--- config.mk ---
export PLATFORM = sky130hd
export DESIGN_NAME = met_queue
export DESIGN_NICKNAME = d
export VERILOG_FILES = /design/src/rtl/core/met_pkg.sv /design/src/rtl/core/met_queue.sv
export SDC_FILE = /design/constraint.sdc
export NUM_CORES = 1
export LEC_CHECK = 0
export BUFFER_PORTS_ARGS = -buffer_cell sky130_fd_sc_hd__buf_2
export CAP_MARGIN = 30
export CELL_PAD_IN_SITES_DETAIL_PLACEMENT = 2
export CELL_PAD_IN_SITES_GLOBAL_PLACEMENT = 2
export CORE_MARGIN = 2
export CORE_UTILIZATION = 38
export DETAILED_ROUTE_END_ITERATION = 6
export PLACE_DENSITY_LB_ADDON = 0.2
export SLEW_MARGIN = 20
export SYNTH_ARGS = -nofsm -noshare
export SYNTH_HDL_FRONTEND = slang
export SYNTH_SLANG_ARGS = --single-unit
export TNS_END_PERCENT = 30
--- constraint.sdc ---
create_clock -name clk -period 4.9 [get_ports clk]
set_clock_uncertainty 0.1 [all_clocks]
set_input_delay 0.49 -clock clk [delete_from_list [all_inputs] [get_ports clk]]
set_output_delay 0.49 -clock clk [all_outputs]
set_load 0.02 [all_outputs]
--- src/rtl/core/met_pkg.sv ---
// met_pkg: shared types, register codes, reset values and helpers for the
// mandelbrot escape-time unit. No dependencies.

package met_pkg;

  // register map
  localparam int REG_ADDR_W = 5;
  localparam int QDEPTH     = 2;
  localparam int QPTR_W     = $clog2(QDEPTH);

  typedef enum logic [2:0] {
    REG_MAX_ITER   = 3'd0,
    REG_REAL_START = 3'd1,
    REG_IMAG_START = 3'd2,
    REG_REAL_STEP  = 3'd3,
    REG_IMAG_STEP  = 3'd4
  } reg_idx_t;

  // register reset values
  localparam logic [15:0] RST_MAX_ITER   = 16'd500;
  localparam logic [31:0] RST_REAL_START = 32'hE000_0000;  // -2.0 in Q4.28
  localparam logic [31:0] RST_IMAG_START = 32'hE000_0000;
  localparam logic [30:0] RST_REAL_STEP  = 31'd205698;
  localparam logic [30:0] RST_IMAG_STEP  = 31'd360316;

  localparam logic [23:0] COLOR_FACTOR = 24'hF0F8FF;

  typedef struct packed {
    logic [15:0] max_iter;
    logic [31:0] re_origin;
    logic [31:0] im_origin;
    logic [30:0] real_step;
    logic [30:0] imag_step;
  } cfg_regs_t;

  // one mapped point c, both parts signed fixed point
  typedef struct packed {
    logic [31:0] c_re;
    logic [31:0] c_im;
  } point_t;

  // clamp a signed 64-bit value to the signed 32-bit range
  function automatic logic [31:0] sat32(input logic signed [63:0] v);
    logic [31:0] r;
    if (v > 64'sd2147483647) begin
      r = 32'h7FFF_FFFF;
    end else if (v < -64'sd2147483648) begin
      r = 32'h8000_0000;
    end else begin
      r = v[31:0];
    end
    return r;
  endfunction

endpackage

--- src/rtl/core/met_queue.sv ---
// met_queue: short point queue between the mapping front and the iteration engine.
// Depends on met_pkg.

module met_queue
  import met_pkg::*;
(
  input  logic   clk,
  input  logic   rst_n,
  input  logic   push,
  output logic   push_ready,
  input  point_t push_data,
  output logic   pop_valid,
  input  logic   pop,
  output point_t pop_data
);

  point_t            mem [QDEPTH];
  logic [QPTR_W-1:0] wr_ptr_r;
  logic [QPTR_W-1:0] rd_ptr_r;
  logic [QPTR_W:0]   cnt_r;

  assign push_ready = (cnt_r != (QPTR_W+1)'(QDEPTH));
  assign pop_valid  = (cnt_r != '0);
  assign pop_data   = mem[rd_ptr_r];

  // pointers and fill level
  always_ff @(posedge clk) begin
    if (!rst_n) begin
      wr_ptr_r <= '0;
      rd_ptr_r <= '0;
      cnt_r    <= '0;
    end else begin
      if (push) begin
        wr_ptr_r <= (wr_ptr_r == QPTR_W'(QDEPTH - 1)) ? '0 : wr_ptr_r + 1'b1;
      end
      if (pop) begin
        rd_ptr_r <= (rd_ptr_r == QPTR_W'(QDEPTH - 1)) ? '0 : rd_ptr_r + 1'b1;
      end
      if (push && !pop) begin
        cnt_r <= cnt_r + 1'b1;
      end else if (pop && !push) begin
        cnt_r <= cnt_r - 1'b1;
      end
    end
  end

  // entry storage
  always_ff @(posedge clk) begin
    if (push) begin
      mem[wr_ptr_r] <= push_data;
    end
  end

endmodule

Word-level counts from Yosys, hierarchy flattened
Memories as Yosys holds them, arrays and structs flattened. A register that Yosys moved wholly into a read port is not among the register bits.
Index checks and enable logic that the tools add are counted.

storage, ports and cells
  bits in registers = 4
  RAM bits = 128
  bits of input ports = 68
  output and inout port bits = 66
  logic and storage cells = 23
  memories kept = 1

operators by class
  add/subtract/negate cells = 4
  equality and inequality tests = 1
  multiplexer cells = 8
  reduce and logical (&&, ||, !) cells = 6

memories
  memory  depth  width  read ports  clocked after memory_dff  wr ports  RTL line         source
  mem     2      64     1           1                         1         met_queue.sv:17  point_t mem [QDEPTH];

operators with widths
  kind                 number
  $mux 1               6
  $mux 2               2
  $reduce_bool 2->1    2
  $add 1x1->1 const B  2
  $add 2x1->2 const B  1
  $logic_and 1x1->1    2
  $logic_not 1->1      2
  $ne 2x2->1 const B   1
  $sub 2x1->2 const B  1

Logic depth before layout (Yosys ltp)
  depth in word-level cells = 4
  gate-level depth with buffers = 5
  depth with buffers taken out = 5

Least setup slack after synthesis
OpenSTA, ideal clock, no wires.

  kind = input to register
  start = input push
  end = memory mem[0][0] (netlist bit), enable pin
  setup time = 0.495 ns
  arrival = 3.335 ns
  data required time = 4.305 ns
  path slack = 0.970 ns
  stages = 1
  buffers on the path = 0
  cells stage by stage = nor2b_1

on the way
  cells in the longest elaborated chain, start to end = 2

RTL lines
  what                          RTL line         source
  start, declared               met_queue.sv:9   input logic push,
  $mux 1                        met_queue.sv:49  if (push) begin
  $mux 1 (not written as such)  met_queue.sv:50  mem[wr_ptr_r] <= push_data;
  end, declared                 met_queue.sv:17

Every way passes these cells.

==> results_dict.tcl <==
set metrics [dict create \
    start_kind "flop" \
    dieWidth_microns 117 \
    period_minus_slack_ps 2550 \
    rsz0062_at_grt "no" \
    coreArea_sq_um 12600 \
    fmax_mhz 392 \
    clock_latency_ps 410 \
    dieArea_sq_um 13700 \
    synth_commonest_cells "128 x edfxtp_1, 64 x mux2_1, 6 x buf_6, 5 x dfxtp_1, 4 x and2_1" \
    grt_pass1_wl_microns 14500 \
    setup_violations 0 \
    wl_microns 9720 \
    cts_setup_buffers 0 \
    yosys.area.top_type_share_pct 79.1 \
    slew_violations 0 \
    drt_iter0_drc 102 \
    dp_cells 521 \
    grt_max_degree 65 \
    holdCritPathClass "primary input to flop" \
    numClockSinks 133 \
    grt_pass1_vias 2758 \
    drc 0 \
    tightestPinTransition_ps 896 \
    ys_seq_area_share_pct 81.2 \
    io_pins 134 \
    place_congestion 0.662 \
    tns_ps 0 \
    drive_gt1_share_pct 43.6 \
    grt_usage_pct 15.2 \
    cts-root-buf "clkbuf_16" \
    yosys.area.top_type "edfxtp_1" \
    syn_avg_cell_area_sq_um 22.0 \
    hold_viol_final 0 \
    holdWs_ps 159 \
    cts.htree.levels 4 \
    nNetsFinal 439 \
    ant_nets 0 \
    worstPathMaxFanout 64 \
    async_reset_ff_share_pct 0 \
    wl_per_cell_microns 17.5 \
    status "completed" \
    port-buffer-count 133 \
    cts_resized 0 \
    via_per_inst 4.52 \
    start_util_pct 38.7 \
    maxCapViolCount 0 \
    ys_types 17 \
    synth_area_sq_um 4860 \
    synth_area_leaders "edfxtp_1 79%, mux2_1 15%, dfxtp_1 2.1%, buf_6 1.4%, and2_1 0.52%" \
    cp-end-kind "output pin" \
    drtPass1Iterations 4 \
    power-per-cell-area_nw_per_um2 452 \
    yosysMostFrequentCell "edfxtp_1" \
    rows 41 \
    slew_headroom_pct 40.3 \
    period_share_pct 52.0 \
    syn2layout_area_growth_pct 29.8 \
    yosys_register_bits 133 \
    fillers 1150 \
    cp.arrival_ps 1960 \
    cts_tree "built" \
    yosys_warnings 0 \
    vdd_drop_max_mv 0.257 \
    clkTransAtPathRegs_ps 60 \
    power_leakage_nw 2.39 \
    postSynthCellCount 221 \
    syn_nets 290 \
    grt-ovfl-total 0 \
    critPathKind "flop to output pin" \
    fp.dieH_microns 117 \
    synthFlopType "edfxtp_1" \
    cts_buffers 17 \
    synth-edff-count 128 \
    antenna_found_initial 1 \
    required_ps 4310 \
    vias 2512 \
    clock_path_buffers 2 \
    holdBufCountCts 0 \
    stdcell_count 556 \
    dp_hpwl_microns 6220 \
]
## cells by family (layout without fill, tap and decap cells)
| family | Yosys count | after routing | share of synthesized area [%] |
|---|---|---|---|
| AOI/OAI and AO/OA | 3 | 3 | 0.412 |
| xor gates and xnor gates | 3 | 3 | 0.541 |
| adders and majority gates | 1 | 1 | 0.257 |
| buffers and inverters | 8 | 170 | 1.62 |
| DFF | 133 | 133 | 81.2 |
| muxes | 64 | 64 | 14.8 |
| other | 0 | 1 | 0 |
| and+or+nand+nor | 9 | 9 | 1.16 |
## layout by cell type, fill, tap and decap left out, types with 2 or more instances in the layout
master     count
clkbuf_16     17
clkbuf_1       2
edfxtp_1     128
buf_2        133
clkinv_2       6
and2_1         3
clkinv_1       3
bufinv_16      3
buf_4          2
xor2_1         2
buf_12         2
dfxtp_1        4
mux2_1        64
## final cells by class
type                    count  area, sq um  share of cell area, %
diodes                      1         2.50                 0.0397
clock buffers              19          433                   6.87
clock inverters            13          139                   2.20
inverters                   1         3.75                 0.0595
multi-input cells          80          845                   13.4
flip-flops and latches    133         3950                   62.6
well taps                 172          215                   3.41
repair buffers            137          721                   11.4
## metal layers
metal | vias to the layer above | track usage [%] | wire (microns)
met4 | 0 | 7.76 | 208
met1 | 1229 | 17.9 | 4100
li1 | 1172 | - | -
met3 | 15 | 6.85 | 774
met2 | 96 | 23.5 | 4630
met5 | - | 0 | 0
## final timing paths
check                   startpoint                    end  slack (ps)  cells past startpoint
max reg2reg  wr_ptr_r$_SDFFE_PN0P_   mem[0][32]$_DFFE_PP_        3160                      3
min                  push_data[20]   mem[0][20]$_DFFE_PP_         160                      1
max                           flop           pop_data[13]        2350                      2
min reg2reg  cnt_r[1]$_SDFFE_PN0P_  cnt_r[1]$_SDFFE_PN0P_         430                      2
## sequential cells by signal (all words and copies together) (netlist names), named ones only
name	count
cnt_r	2
rd_ptr_r	1
mem	128
wr_ptr_r	1
## critical path, stage by stage, from the launching register on
cell and delay (ps):
dfxtp_4 920, mux2_1 420, buf_2 170
## where the power goes
group / internal [mW] / switching [mW] / leakage [nW]
clock network: 0.787 / 0.444 / 0.283
logic: 0.109 / 0.159 / 0.865
registers: 1.31 / 0.0356 / 1.24
total: 2.21 / 0.639 / 2.39
## per-stage QoR
step | power [mW] | util [%] | setup WS, ps | cell area (sq um)
2_1_floorplan | 1.53 | - | 970 | 4860
3_3_place_gp | 1.63 | 45.3 | 2420 | 5690
3_5_place_dp | 1.64 | 45.3 | 2410 | 5690
4_1_cts | 2.89 | 49.8 | 2270 | 6260
5_1_grt | 2.96 | 50.2 | 2220 | 6300
6_report | 2.85 | 50.2 | 2350 | 6310
No activity file was read; power rests on OpenSTA's default activity.
