<file path="config.mk">
export PLATFORM = sky130hd
export DESIGN_NAME = met_cfg
export DESIGN_NICKNAME = d
export VERILOG_FILES = /design/src/rtl/core/met_pkg.sv /design/src/rtl/core/met_cfg.sv
export SDC_FILE = /design/constraint.sdc
export NUM_CORES = 1
export LEC_CHECK = 0
export BUFFER_PORTS_ARGS = -buffer_cell sky130_fd_sc_hd__buf_4
export CAP_MARGIN = 20
export CORE_UTILIZATION = 50
export CTS_CLUSTER_DIAMETER = 150
export DETAILED_ROUTE_END_ITERATION = 7
export PLACE_DENSITY = 0.83
export SLEW_MARGIN = 15
export SYNTH_ARGS = -nofsm -noshare
export SYNTH_HDL_FRONTEND = slang
export SYNTH_SLANG_ARGS = --single-unit
</file>
<file path="constraint.sdc">
create_clock -name clk -period 1.38 [get_ports clk]
set_input_delay 0.069 -clock clk [delete_from_list [all_inputs] [get_ports clk]]
set_output_delay 0.069 -clock clk [all_outputs]
set_load 0.01 [all_outputs]
</file>
<file path="src/rtl/core/met_pkg.sv">
// met_pkg: shared types, register codes, reset values and helpers for the
// mandelbrot escape-time unit. No dependencies.

package met_pkg;

  // register map
  localparam int REG_ADDR_W = 5;
  localparam int QDEPTH     = 2;
  localparam int QPTR_W     = $clog2(QDEPTH);

  typedef enum logic [2:0] {
    REG_MAX_ITER   = 3'd0,
    REG_REAL_START = 3'd1,
    REG_IMAG_START = 3'd2,
    REG_REAL_STEP  = 3'd3,
    REG_IMAG_STEP  = 3'd4
  } reg_idx_t;

  // register reset values
  localparam logic [15:0] RST_MAX_ITER   = 16'd500;
  localparam logic [31:0] RST_REAL_START = 32'hE000_0000;  // -2.0 in Q4.28
  localparam logic [31:0] RST_IMAG_START = 32'hE000_0000;
  localparam logic [30:0] RST_REAL_STEP  = 31'd205698;
  localparam logic [30:0] RST_IMAG_STEP  = 31'd360316;

  localparam logic [23:0] COLOR_FACTOR = 24'hF0F8FF;

  typedef struct packed {
    logic [15:0] max_iter;
    logic [31:0] re_origin;
    logic [31:0] im_origin;
    logic [30:0] real_step;
    logic [30:0] imag_step;
  } cfg_regs_t;

  // one mapped point c, both parts signed fixed point
  typedef struct packed {
    logic [31:0] c_re;
    logic [31:0] c_im;
  } point_t;

  // clamp a signed 64-bit value to the signed 32-bit range
  function automatic logic [31:0] sat32(input logic signed [63:0] v);
    logic [31:0] r;
    if (v > 64'sd2147483647) begin
      r = 32'h7FFF_FFFF;
    end else if (v < -64'sd2147483648) begin
      r = 32'h8000_0000;
    end else begin
      r = v[31:0];
    end
    return r;
  endfunction

endpackage

</file>
<file path="src/rtl/core/met_cfg.sv">
// met_cfg: APB-style register file for the escape-time unit.
// Depends on met_pkg.

module met_cfg
  import met_pkg::*;
(
  input  logic                  clk,
  input  logic                  rst_n,
  input  logic                  cfg_psel,
  input  logic                  cfg_penable,
  input  logic                  cfg_pwrite,
  input  logic [REG_ADDR_W-1:0] cfg_paddr,
  input  logic [31:0]           cfg_pwdata,
  output logic [31:0]           cfg_prdata,
  output logic                  cfg_pready,
  output cfg_regs_t             regs
);

  cfg_regs_t regs_r;
  reg_idx_t  idx;
  logic      wr_en;

  assign idx        = reg_idx_t'(cfg_paddr[REG_ADDR_W-1:2]);
  assign cfg_pready = 1'b1;
  assign wr_en      = cfg_psel & cfg_penable & cfg_pwrite & cfg_pready;
  assign regs       = regs_r;

  // register writes
  always_ff @(posedge clk) begin
    if (!rst_n) begin
      regs_r.max_iter  <= RST_MAX_ITER;
      regs_r.re_origin <= RST_REAL_START;
      regs_r.im_origin <= RST_IMAG_START;
      regs_r.real_step <= RST_REAL_STEP;
      regs_r.imag_step <= RST_IMAG_STEP;
    end else if (wr_en) begin
      case (idx)
        REG_MAX_ITER:   regs_r.max_iter  <= cfg_pwdata[15:0];
        REG_REAL_START: regs_r.re_origin <= cfg_pwdata;
        REG_IMAG_START: regs_r.im_origin <= cfg_pwdata;
        REG_REAL_STEP:  regs_r.real_step <= cfg_pwdata[30:0];
        REG_IMAG_STEP:  regs_r.imag_step <= cfg_pwdata[30:0];
        default: ;
      endcase
    end
  end

  // read back
  always_comb begin
    case (idx)
      REG_MAX_ITER:   cfg_prdata = {16'd0, regs_r.max_iter};
      REG_REAL_START: cfg_prdata = regs_r.re_origin;
      REG_IMAG_START: cfg_prdata = regs_r.im_origin;
      REG_REAL_STEP:  cfg_prdata = {1'b0, regs_r.real_step};
      REG_IMAG_STEP:  cfg_prdata = {1'b0, regs_r.imag_step};
      default:        cfg_prdata = 32'd0;
    endcase
  end

endmodule

</file>
==> Yosys cells after proc, flatten, opt, wreduce, memory -nomap -nowiden <==
Cells that the tools add are included.
Widths: inputs -> output; s select.
{ "totals": {"reg_bits": 142, "out_inout_bits": 175, "wordCells": 18} }
{ "op_classes": {"eq_ne": 4, "n_mux": 1, "n_bitwise": 2, "reduce_logical": 6} }
{ "ops": {"columns": ["op", "count"], "rows": [
  ["$pmux 32 s5", 1],
  ["$reduce_and 2->1", 5],
  ["$eq 3x2->1 const B", 2],
  ["$eq 3x1->1 const B", 1],
  ["$eq 3x3->1 const B", 1],
  ["$logic_not 3->1", 1],
  ["$and 1x1->1", 2]
]} }

==> Longest topological paths before layout <==
{ "depth": {"word_depth": 3, "depth_mapped": 6, "mapped_depth_nobuf": 3} }

==> Worst setup path after synthesis <==
Ideal clock, no wire load.
{ "synth_timing": {"path_kind": "input -> output", "start": "input port cfg_paddr[2]", "end": "output port cfg_prdata[0]", "arrival_ns": 1.148, "t_required_ns": 1.311, "path_slack_ns": 0.163, "path_stages": 6, "path_buffers": 3, "path_cell_list": "buf_2 nor2b_1 clkbuf_1 clkbuf_1 a22oi_1 o22ai_1"} }
{ "synth_via": {"elab_chain_cells": 2, "elab_cells_between_ends": 6} }
{ "synth_lines": {"columns": ["element", "line_no", "text"], "rows": [
  ["start, declared", "met_cfg.sv:12", "input logic [REG_ADDR_W-1:0] cfg_paddr,"],
  ["$eq 3x3->1, or another cell as far along", "met_cfg.sv:50", "case (idx)"],
  ["$pmux 32 s5 *", "met_cfg.sv:50", null],
  ["end, declared", "met_cfg.sv:14", "output logic [31:0] cfg_prdata,"]
]} }
Mark *: on every way between the ends. The rest lies on a longest branch, timed or not.

==> Worst setup path in the final report <==
{ "layout_timing": {"start": "register regs_r, in the netlist regs[68]", "end": "output port cfg_prdata[6]"} }
{ "layout_via": {"elab_chain_cells": 1} }
{ "layout_lines": {"columns": ["element", "line_no", "text"], "rows": [
  ["start, declared", "met_cfg.sv:19", "cfg_regs_t regs_r;"],
  ["$pmux 32 s5", "met_cfg.sv:50", null]
]} }
Every way passes these cells.

==> impl_metrics.ini <==
[power_and_ir_drop]
p_leak_nw = 4.49
ir_drop_v = 0.000906
power.density_nw_per_um2 = 981

[yosys]
synth.cell_area_um2 = 6380
synthesis.nets = 719
postSynthCellCount = 677
synthDistinctLibCells = 31
synth_enable_flop_cells = 0
ys_ff_latch = 142
synth.yosys.warnings = 0
synth-main-ff-cell = sky130_fd_sc_hd__dfxtp_1
mean_instance_size_in_the_synthesized_netlist_um2 = 9.42
ys_async_sr_fraction = 0
yosysSeqAreaShare = 0.446

[cts]
numClockSinks = 142
cts_max_level = 4
clock_tree.root_cell = sky130_fd_sc_hd__clkbuf_16
clk-insertion-delay-late_ps = 410
numCtsBuffers = 17
tritoncts = built
clk_path_buf_depth = 2
clk_pin_slew_worst_paths_ps = 60

[job]
max-cap-violations = 0

[critical_path]
setup.worst_path.class = flip-flop to output pin
r2r_setup_slack_ps = 520
critical-path-slowest-cell = sky130_fd_sc_hd__dfxtp_2
critPathLaunchType = flip-flop
cp_slowest_stage_delay_ps = 320
timing.critical_path.to_type = output pin
reg2reg_from = regs[70]
r2r_worst_path_depth = 4
startpoint = regs[68]
r2r-end = regs[70]
critical_path_rt_ps = 1310
cp_num_buf_inv = 1
arrival_ps = 1440
cp_cell_sequence = mux2_4 -> a22oi_2 -> o22ai_1 -> buf_4
cp_top_family = flip-flops
path_max_fanout = 2

[final_layout]
post_layout_nonfiller_instances = 1123
nets = 988
flip_flop_count_of_the_largest_register_all_copies_and_words_added = 142
mostFrequentLayoutCell = sky130_fd_sc_hd__buf_4
flow.area_growth_from_synthesis_pct = 50.9
mostFrequentLayoutCells = sky130_fd_sc_hd__buf_4, sky130_fd_sc_hd__nand2_1, sky130_fd_sc_hd__mux2i_1
combined_area_of_the_multi_input_logic_cells_um2 = 3350
final.fill_count = 800
n_antenna_cell = 0
drive_above_1_share = 0.404
final-seq-area_um2 = 2880

[sta]
pins_over_their_slew_limit = 0
finalSetupViolCount = 16
timing_hold_violations_final = 0
maximum_clock_frequency_ghz = 0.663
fin_crit_sh = 1.09
setup-tns-final_ps = -1500
fin_ws_ps = -128
min_period_ps = 1510
skew_ps = 0
rsz_0062_raised_after_global_routing = yes

[route]
drt_pre_antenna_iters = 5
avgRoutedWirePerCell_um = 19.7
detail_routed_via_count_per_cell = 5.74
drt_antenna_net_count = 0
dr_total_vias = 6448
routed_wirelength_mm = 22.1
detail_route.iter0.violations = 543
post-route-drc-count = 0

[die]
start_util = 0.522
die-area_um2 = 13200
io-pin-count = 217
core_area_um2 = 12200
chipHeight_um = 115
fp-row-count = 40
dieWidth_um = 115

[place]
place.port_buffers = 213
dp.final_hpwl_mm = 13.8
gp_congestion = 0.857
dp_cells = 1041
place_worst_setup_slack_ps = -28.9

[grt]
grt-ovfl-total = 0
grt_first_pass_wirelength_mm = 33.4
grt_start_max_net_pins = 91
antenna_found_initial = 0
track_usage = 0.329
grt_pass1_vias = 6471

[worst_hold_path]
holdPathStages = 3
min-delay-path-class = primary input to flip-flop
hold_path_start = cfg_pwdata[27]
min_to = regs[27]

[run_status]
outcome = finished, violations left
violated_checks = setup timing
## worst max path at each step
stage                                to  slack (ps)  depth (start not counted)
after floorplan           cfg_prdata[0]         160                          6
after global placement    cfg_prdata[3]          30                          7
after detailed placement  cfg_prdata[3]         -30                          7
after CTS                 cfg_prdata[4]        -100                          4
after global routing      cfg_prdata[6]        -170                          4
final                     cfg_prdata[6]        -130                          4
## report_power, final
part           switching, W  internal [W]
Combinational      0.000529      0.000444
Clock               0.00165       0.00266
Sequential        0.0000323       0.00414
Total               0.00221       0.00724
## stage by stage
step                      utilization  hold WS [ps]  instance area, µm²  total power [W]
final                           0.788          1.22                9620          0.00944
after global routing            0.788          9.06                9620          0.00971
after CTS                       0.783          3.71                9560          0.00942
after detailed placement        0.687           348                8390          0.00509
after global placement          0.687           340                8390          0.00506
after floorplan                     -           231                6380          0.00468
## logic make-up after synthesis
logic type	synth area share
buffers and inverters	0.0575
AOI/OAI and AO/OA	0.131
and+or+nand+nor	0.130
DFF	0.446
muxes	0.235
other	0.000588
## final cells by class
class	count	area share
multi-input combinational	450	0.348
tap	168	0.0218
clock inverter	7	0.00962
timing repair buffer	310	0.265
inverter	25	0.00975
sequential	142	0.300
clock buffer	21	0.0468
## worst register-to-register path, cell delays in order (launching register included)
cell and delay, ps:
sky130_fd_sc_hd__dfxtp_2 340, sky130_fd_sc_hd__buf_4 110, sky130_fd_sc_hd__buf_4 110, sky130_fd_sc_hd__nand2_1 50, sky130_fd_sc_hd__mux2i_1 170
## timing repair
| item | 4_1_cts | 5_1_grt |
|---|---|---|
| resized for setup | 56 | 12 |
| pin swaps | 26 | 10 |
| cloned | 0 | 0 |
| hold buffers | 28 | 0 |
| setup buffers | 25 | 1 |
| endpoints found under the setup margin | 16 | 20 |
| endpoints found under the hold margin | 77 | 0 |
## layer usage
layer | share of wire | vias up | wire length [µm] | track usage
met4 | 0.022 | 0 | 488 | 0.133
met3 | 0.077 | 53 | 1690 | 0.0812
met5 | 0 | - | 0 | 0
li1 | - | 2926 | - | -
met1 | 0.41 | 3108 | 8960 | 0.378
met2 | 0.50 | 361 | 10900 | 0.586
## synthesized netlist by cell type, types with 3 or more instances
master,n,area share
sky130_fd_sc_hd__nand2_1,144,0.085
sky130_fd_sc_hd__dfxtp_1,142,0.45
sky130_fd_sc_hd__mux2i_1,132,0.21
sky130_fd_sc_hd__a22oi_1,47,0.055
sky130_fd_sc_hd__clkbuf_1,35,0.021
sky130_fd_sc_hd__o22ai_1,31,0.030
sky130_fd_sc_hd__inv_1,25,0.015
sky130_fd_sc_hd__o211ai_1,22,0.026
sky130_fd_sc_hd__nor2b_1,17,0.017
sky130_fd_sc_hd__mux2_2,16,0.028
sky130_fd_sc_hd__buf_2,14,0.011
sky130_fd_sc_hd__o31ai_1,10,0.012
sky130_fd_sc_hd__nand3_1,9,0.0071
sky130_fd_sc_hd__buf_4,8,0.0094
sky130_fd_sc_hd__buf_1,3,0.0018
sky130_fd_sc_hd__nand4b_1,3,0.0041
sky130_fd_sc_hd__o21ai_0,3,0.0024
sky130_fd_sc_hd__o311ai_0,3,0.0041
Power figures use the tool's default switching activity.
