[src/rtl/core/met_pkg.sv]
// met_pkg: shared types, register codes, reset values and helpers for the
// mandelbrot escape-time unit. No dependencies.

package met_pkg;

  // register map
  localparam int REG_ADDR_W = 5;
  localparam int QDEPTH     = 2;
  localparam int QPTR_W     = $clog2(QDEPTH);

  typedef enum logic [2:0] {
    REG_MAX_ITER   = 3'd0,
    REG_REAL_START = 3'd1,
    REG_IMAG_START = 3'd2,
    REG_REAL_STEP  = 3'd3,
    REG_IMAG_STEP  = 3'd4
  } reg_idx_t;

  // register reset values
  localparam logic [15:0] RST_MAX_ITER   = 16'd500;
  localparam logic [31:0] RST_REAL_START = 32'hE000_0000;  // -2.0 in Q4.28
  localparam logic [31:0] RST_IMAG_START = 32'hE000_0000;
  localparam logic [30:0] RST_REAL_STEP  = 31'd205698;
  localparam logic [30:0] RST_IMAG_STEP  = 31'd360316;

  localparam logic [23:0] COLOR_FACTOR = 24'hF0F8FF;

  typedef struct packed {
    logic [15:0] max_iter;
    logic [31:0] re_origin;
    logic [31:0] im_origin;
    logic [30:0] real_step;
    logic [30:0] imag_step;
  } cfg_regs_t;

  // one mapped point c, both parts signed fixed point
  typedef struct packed {
    logic [31:0] c_re;
    logic [31:0] c_im;
  } point_t;

  // clamp a signed 64-bit value to the signed 32-bit range
  function automatic logic [31:0] sat32(input logic signed [63:0] v);
    logic [31:0] r;
    if (v > 64'sd2147483647) begin
      r = 32'h7FFF_FFFF;
    end else if (v < -64'sd2147483648) begin
      r = 32'h8000_0000;
    end else begin
      r = v[31:0];
    end
    return r;
  endfunction

endpackage

[src/rtl/core/met_front.sv]
// met_front: accepts pixel requests and maps them to points of the plane.
// Two stages: coordinate times step, then start offset and clamp. Depends on met_pkg.

module met_front
  import met_pkg::*;
#(
  parameter int COORD_WIDTH = 16
) (
  input  logic        clk,
  input  logic        rst_n,
  input  logic        in_tvalid,
  output logic        in_tready,
  input  logic [31:0] in_tdata,   // [15:0] pixel_col, [31:16] pixel_row
  input  cfg_regs_t   regs,
  output logic        q_push,
  input  logic        q_ready,
  output point_t      q_data
);

  localparam int PW = COORD_WIDTH + 31;

  logic          s1_v_r;
  logic [PW-1:0] prod_re_r;
  logic [PW-1:0] prod_im_r;
  logic          s2_v_r;
  point_t        pt_r;
  logic          s1_adv;
  logic          s2_load;
  logic [63:0]   sum_re;
  logic [63:0]   sum_im;

  assign q_push    = s2_v_r & q_ready;
  assign s2_load   = s1_v_r & (~s2_v_r | q_push);
  assign in_tready = ~s1_v_r | s2_load;
  assign s1_adv    = in_tvalid & in_tready;
  assign q_data    = pt_r;

  // stage valid flags
  always_ff @(posedge clk) begin
    if (!rst_n) begin
      s1_v_r <= 1'b0;
      s2_v_r <= 1'b0;
    end else begin
      if (s1_adv) begin
        s1_v_r <= 1'b1;
      end else if (s2_load) begin
        s1_v_r <= 1'b0;
      end
      if (s2_load) begin
        s2_v_r <= 1'b1;
      end else if (q_push) begin
        s2_v_r <= 1'b0;
      end
    end
  end

  // stage one: coordinate times step
  always_ff @(posedge clk) begin
    if (s1_adv) begin
      prod_re_r <= PW'(in_tdata[COORD_WIDTH-1:0]) * PW'(regs.real_step);
      prod_im_r <= PW'(in_tdata[16 +: COORD_WIDTH]) * PW'(regs.imag_step);
    end
  end

  // stage two: add start and clamp
  assign sum_re = {{32{regs.re_origin[31]}}, regs.re_origin} + 64'(prod_re_r);
  assign sum_im = {{32{regs.im_origin[31]}}, regs.im_origin} + 64'(prod_im_r);

  always_ff @(posedge clk) begin
    if (s2_load) begin
      pt_r.c_re <= sat32($signed(sum_re));
      pt_r.c_im <= sat32($signed(sum_im));
    end
  end

endmodule

[config.mk]
export PLATFORM = sky130hd
export DESIGN_NAME = met_front
export DESIGN_NICKNAME = d
export VERILOG_FILES = /design/src/rtl/core/met_pkg.sv /design/src/rtl/core/met_front.sv
export SDC_FILE = /design/constraint.sdc
export NUM_CORES = 2
export LEC_CHECK = 0
export ABC_AREA = 0
export BUFFER_PORTS_ARGS = -buffer_cell sky130_fd_sc_hd__buf_2
export CAP_MARGIN = 30
export CORE_ASPECT_RATIO = 0.6
export CORE_UTILIZATION = 55
export DETAILED_ROUTE_END_ITERATION = 12
export HOLD_SLACK_MARGIN = 0.15
export PLACE_DENSITY = 0.79
export SYNTH_ARGS = -nofsm -noshare
export SYNTH_HDL_FRONTEND = slang
export SYNTH_SLANG_ARGS = --single-unit
[constraint.sdc]
create_clock -name clk -period 24 [get_ports clk]
set_clock_uncertainty 0.2 [all_clocks]
set_input_delay 4.8 -clock clk [delete_from_list [all_inputs] [get_ports clk]]
set_output_delay 4.8 -clock clk [all_outputs]
set_load 0.005 [all_outputs]
After elaboration in Yosys (flattened, before gate mapping). Cells that the tools add are included.

Logic and storage cells: 29. Bits in registers: 160. Input port bits: 178. Output and inout port bits: 66.

Bitwise gates (word level): 7. Order comparisons: 4. Multipliers: 2. Add/sub/neg operators: 2. Muxes and demuxes: 6. Reduce and logical (&&, ||, !) cells: 2.

Operators with widths (number): $add A32 B48 Y49 (2); $gt A49 B32 Y1 const B (2); $lt A49 B32 Y1 const B (2); $mul A16 B31 Y47 (2); $mux W32 (2); $mux W1 (4); $reduce_bool A2 Y1 (2); $and A1 B1 Y1 (3); $not A1 Y1 (2); $or A1 B1 Y1 (2).

Longest topological paths before layout.
Word-level depth: 6. Mapped depth: 27. Depth with buffers taken out: 26.

Worst setup path after synthesis. No wires, ideal clock.

Path type: in2reg. Start: input port regs[41] in the netlist's numbering. End: register prod_re_r[46] (data pin). Buffers on the path: 1. Setup slack: 12.696 ns. Arrival: 10.844 ns. Setup time: 0.260 ns. Required time: 23.540 ns. Stages: 22. Cells stage by stage: clkbuf_1 -> nand2_1 -> fa_1 -> fa_1 -> fa_1 -> fa_1 -> inv_1 -> fa_1 -> fa_1 -> ha_1 -> a21o_1 -> a21o_1 -> a21oi_1 -> o32ai_1 -> a21oi_1 -> o21ai_1 -> o31a_1 -> a2111oi_0 -> nor3_1 -> a2111oi_0 -> o21bai_1 -> xnor2_1.

Word-level cells in the longest chain between the ends: 1.

Ends and longest elaborated chain: from (decl) (line met_front.sv:14) `input cfg_regs_t regs,`; $mul A16 B31 Y47 (line met_front.sv:60) `prod_re_r <= PW'(in_tdata[COORD_WIDTH-1:0]) * PW'(regs.real_step);`; to (signal assigned) (line met_front.sv:60); to (decl) (line met_front.sv:23) `logic [PW-1:0] prod_re_r;`.

Every way passes these cells. A chain may end at the register's enable or synchronous reset.

Final worst setup path.
Start: input port in_tdata[23]. End: register prod_im_r[43] (data pin).

Word-level cells in the longest chain between the ends: 1.

Ends and longest elaborated chain: from (decl) (line met_front.sv:13) `input logic [31:0] in_tdata,`; $mul A16 B31 Y47 (line met_front.sv:61) `prod_im_r <= PW'(in_tdata[16 +: COORD_WIDTH]) * PW'(regs.imag_step);`; to (signal assigned) (line met_front.sv:61); to (decl) (line met_front.sv:24) `logic [PW-1:0] prod_im_r;`.

Every way passes these cells.

==> results list <==
- The flow ran to the end, and the final reports show no timing, DRC or antenna violations.
- Counting flops with an async set or reset pin after synthesis yields a share of 0.
- Met3 demand-to-capacity share in global routing: 0.0884
* Skew-Pair Late Insertion Delay: 450 ps
- The finished layout holds 5,668 standard cells, fillers aside.
- Post-detailed-route count of antenna-violating nets: 0
* Global-route met2 utilization: 0.404
- The slowest stage of the critical path is the sky130_fd_sc_hd__buf_2 cell.
- Most common library cells after synthesis: 884 x sky130_fd_sc_hd__inv_1, 810 x sky130_fd_sc_hd__fa_1, 695 x sky130_fd_sc_hd__nand2_1
* Critical path launch point type: primary input
* Setup Viol. Count Final: 0
* Dominant cell by count in the synthesized netlist: sky130_fd_sc_hd__inv_1
* Placed cell count: 5,624
* Total of warnings raised by yosys: 0
* Layer carrying the most global-route usage: met1
- Register bit count reported by yosys: 160
* Category of the critical setup timing path: in2reg
- After layout, the minimum clock period comes to 12,150 ps.
- For the pin with the worst max-slew slack, the measured transition is 912 ps.
* Overall via count from detail_route: 32,600
* Count of cell types in the netlist: 75
- Initial antenna violation count: 15
* Delay of the slowest cell on the worst path: 620 ps
* Initial standard-cell utilization of the core: 0.561
- Count of instances resized after the clock tree is built: 0
* Setup crit end kind: register
* Violation count after the first detailed-route iteration: 3,379
* Worst path bufs/invs: 6
* Global router's overall resource usage: 0.300
* Largest net degree at the start of global routing: 65
- Number of fillers in the final layout: 6,351
- CP Max Fanout: 31
- Clock tree synthesis inserted a total of 17 buffers.
* Register area: 0.00478 mm^2
- Clock tree from TritonCTS: done
- Global-route wire length before repair: 180,000 um
- Post-detailed-route DRC marker count: 0
- The synthesized design spends more area on one cell type than any other, namely sky130_fd_sc_hd__fa_1.
- Class of the tightest hold or removal check: reg2reg
- Width of the die: 358 um
* Post-synthesis to final-layout area growth: 5.43%
- Dominant delay contributor by cell family on the critical path: adder cells
- The H-tree was split into 4 levels.
- Clock tree sinks: 160
- The count of buffers added on input and output ports is 227.
- Total wirelength of the detailed-routed design: 113,000 um
- After clock tree synthesis, the setup repair step added 0 buffers.
- Row count: 77
* Area of the mapped netlist: 0.0417 mm^2
- Ranked by total cell area, the synthesized netlist is headed by sky130_fd_sc_hd__fa_1 39%, sky130_fd_sc_hd__edfxtp_1 11%, sky130_fd_sc_hd__ha_1 10%.
- Data required, critical path: 24,010 ps
* Detail-routed via count per cell: 5.75
* Global routing met1 resource utilization: 0.472
- Share of Yosys cell area claimed by the top area cell type: 0.388
* CTS Buffer Depth: 2
* Final routed wire length divided by cell count: 19.9 um
* DIE AREA: 0.0770 mm^2
* Ratio of cells with drive above 1 in the final layout: 0.0681
- The cell sitting at the root of the clock tree is a sky130_fd_sc_hd__clkbuf_16.
- Area of combinational cells with multiple inputs: 0.0329 mm^2
- After clock tree synthesis, the flow added hold-fix buffers numbering 0.
- Of the available clock period, the critical path in the final layout requires 0.506.
* Max Clock Freq: 82.3 MHz
- Clock slew seen by the registers of the worst setup and hold paths: 80 ps
* Vias in the first global route: 33,000
- Synthesis produced a netlist with a net count of 5,926.
* Setup repair after global routing missed its margin: false
- Fin. max-slew vios: 0
* Routability congestion estimate: 0.984
- Adding up every negative setup slack in the final design gives 0 ps.
- Nets: 5,978
- Dominant synthesized flop cell: sky130_fd_sc_hd__edfxtp_1
- Worst EP arrival: 12,150 ps
- Total I/O pin count: 244
* Die height: 215 um
- After floorplanning, the core was sized to cover 0.0744 mm^2.
* Number of detailed-route iterations in the first pass: 9
- The tool flagged a number of max-cap violations equal to 0.
- Number of flops mapped to enable cells by yosys: 158
- Averaged over all synthesized cells, the footprint is 9.07 um^2.
* Synthesized instance count: 4,604
* Placed wire-length estimate: 91,200 um
- After global routing the overflow that remains totals 0.
* Headroom to the max-slew limit: 0.392
* Cell repeated most along the worst path: sky130_fd_sc_hd__fa_1
* Seq/Total Area, Yosys: 0.115
- The number of hold violations in the final report is 0.
## final cells by class
type / count / share of cell area
Clock inverter: 14 / 0.00401
Sequential cell: 160 / 0.109
Timing Repair Buffer: 232 / 0.0267
Antenna cell: 12 / 0.000682
Tap cell: 987 / 0.0281
Multi-Input combinational cell: 3360 / 0.747
Clock buffer: 18 / 0.00975
Inverter: 885 / 0.0755
## stage by stage
stage	utilization	cell area (um^2)	hold WS, ps	setup WS [ps]
floorplan	-	41700	277	12700
global placement	0.583	43400	303	11670
finish	0.592	44000	337	11850
CTS	0.591	44000	338	12070
global route	0.592	44000	369	11640
detailed placement	0.583	43400	320	11580
## per-layer routing
metal,up-vias,routed length (um)
li1,14400,-
met1,16300,51300
met2,1759,45000
met3,142,14200
met4,6,2120
met5,-,36
## cell families (layout without fill, tap and decap cells)
logic type / after synthesis / count (layout) / synth area share
muxes: 5 / 5 / 0.00123
other: 0 / 12 / 0
xor gates and xnor gates: 170 / 170 / 0.0357
adders and majority gates: 1144 / 1144 / 0.489
DFF: 160 / 160 / 0.115
buffers and inverters: 1084 / 1149 / 0.0985
and+or+nand+nor: 1410 / 1410 / 0.162
AOI/OAI and AO/OA: 631 / 631 / 0.0992
## cell usage in the layout (no fill, tap or decap), types with 73 or more instances in the layout
cell / netlist / routed
sky130_fd_sc_hd__inv_1: 884 / 884
sky130_fd_sc_hd__fa_1: 810 / 810
sky130_fd_sc_hd__nand2_1: 695 / 695
sky130_fd_sc_hd__and2_1: 422 / 421
sky130_fd_sc_hd__ha_1: 334 / 334
sky130_fd_sc_hd__buf_2: 8 / 227
sky130_fd_sc_hd__a21oi_1: 204 / 204
sky130_fd_sc_hd__edfxtp_1: 158 / 158
sky130_fd_sc_hd__a21o_1: 113 / 113
sky130_fd_sc_hd__xnor2_1: 113 / 113
sky130_fd_sc_hd__nor2_1: 101 / 100
sky130_fd_sc_hd__o21ai_0: 73 / 73
## state kept, by name (all words and copies together) (netlist names)
signal,flops
q_data,64
s2_v_r,1
prod_re_r,47
s1_v_r,1
prod_im_r,47
## final timing paths
path                      startpoint                        to  slack (ps)  cells past startpoint
max reg2reg  prod_re_r[14]$_DFFE_PP_  q_data[42]$_SDFFCE_PN1P_       19040                     13
min              s1_v_r$_SDFFE_PN0P_       s2_v_r$_SDFFE_PN0P_         340                      1
min reg2reg      s1_v_r$_SDFFE_PN0P_       s2_v_r$_SDFFE_PN0P_         340                      1
max                     in_tdata[23]   prod_im_r[43]$_DFFE_PP_       11850                     25
Power is left out: the tool's default activity adds up to more than one toggle a clock period on the data nets, which glitch-free logic cannot reach.
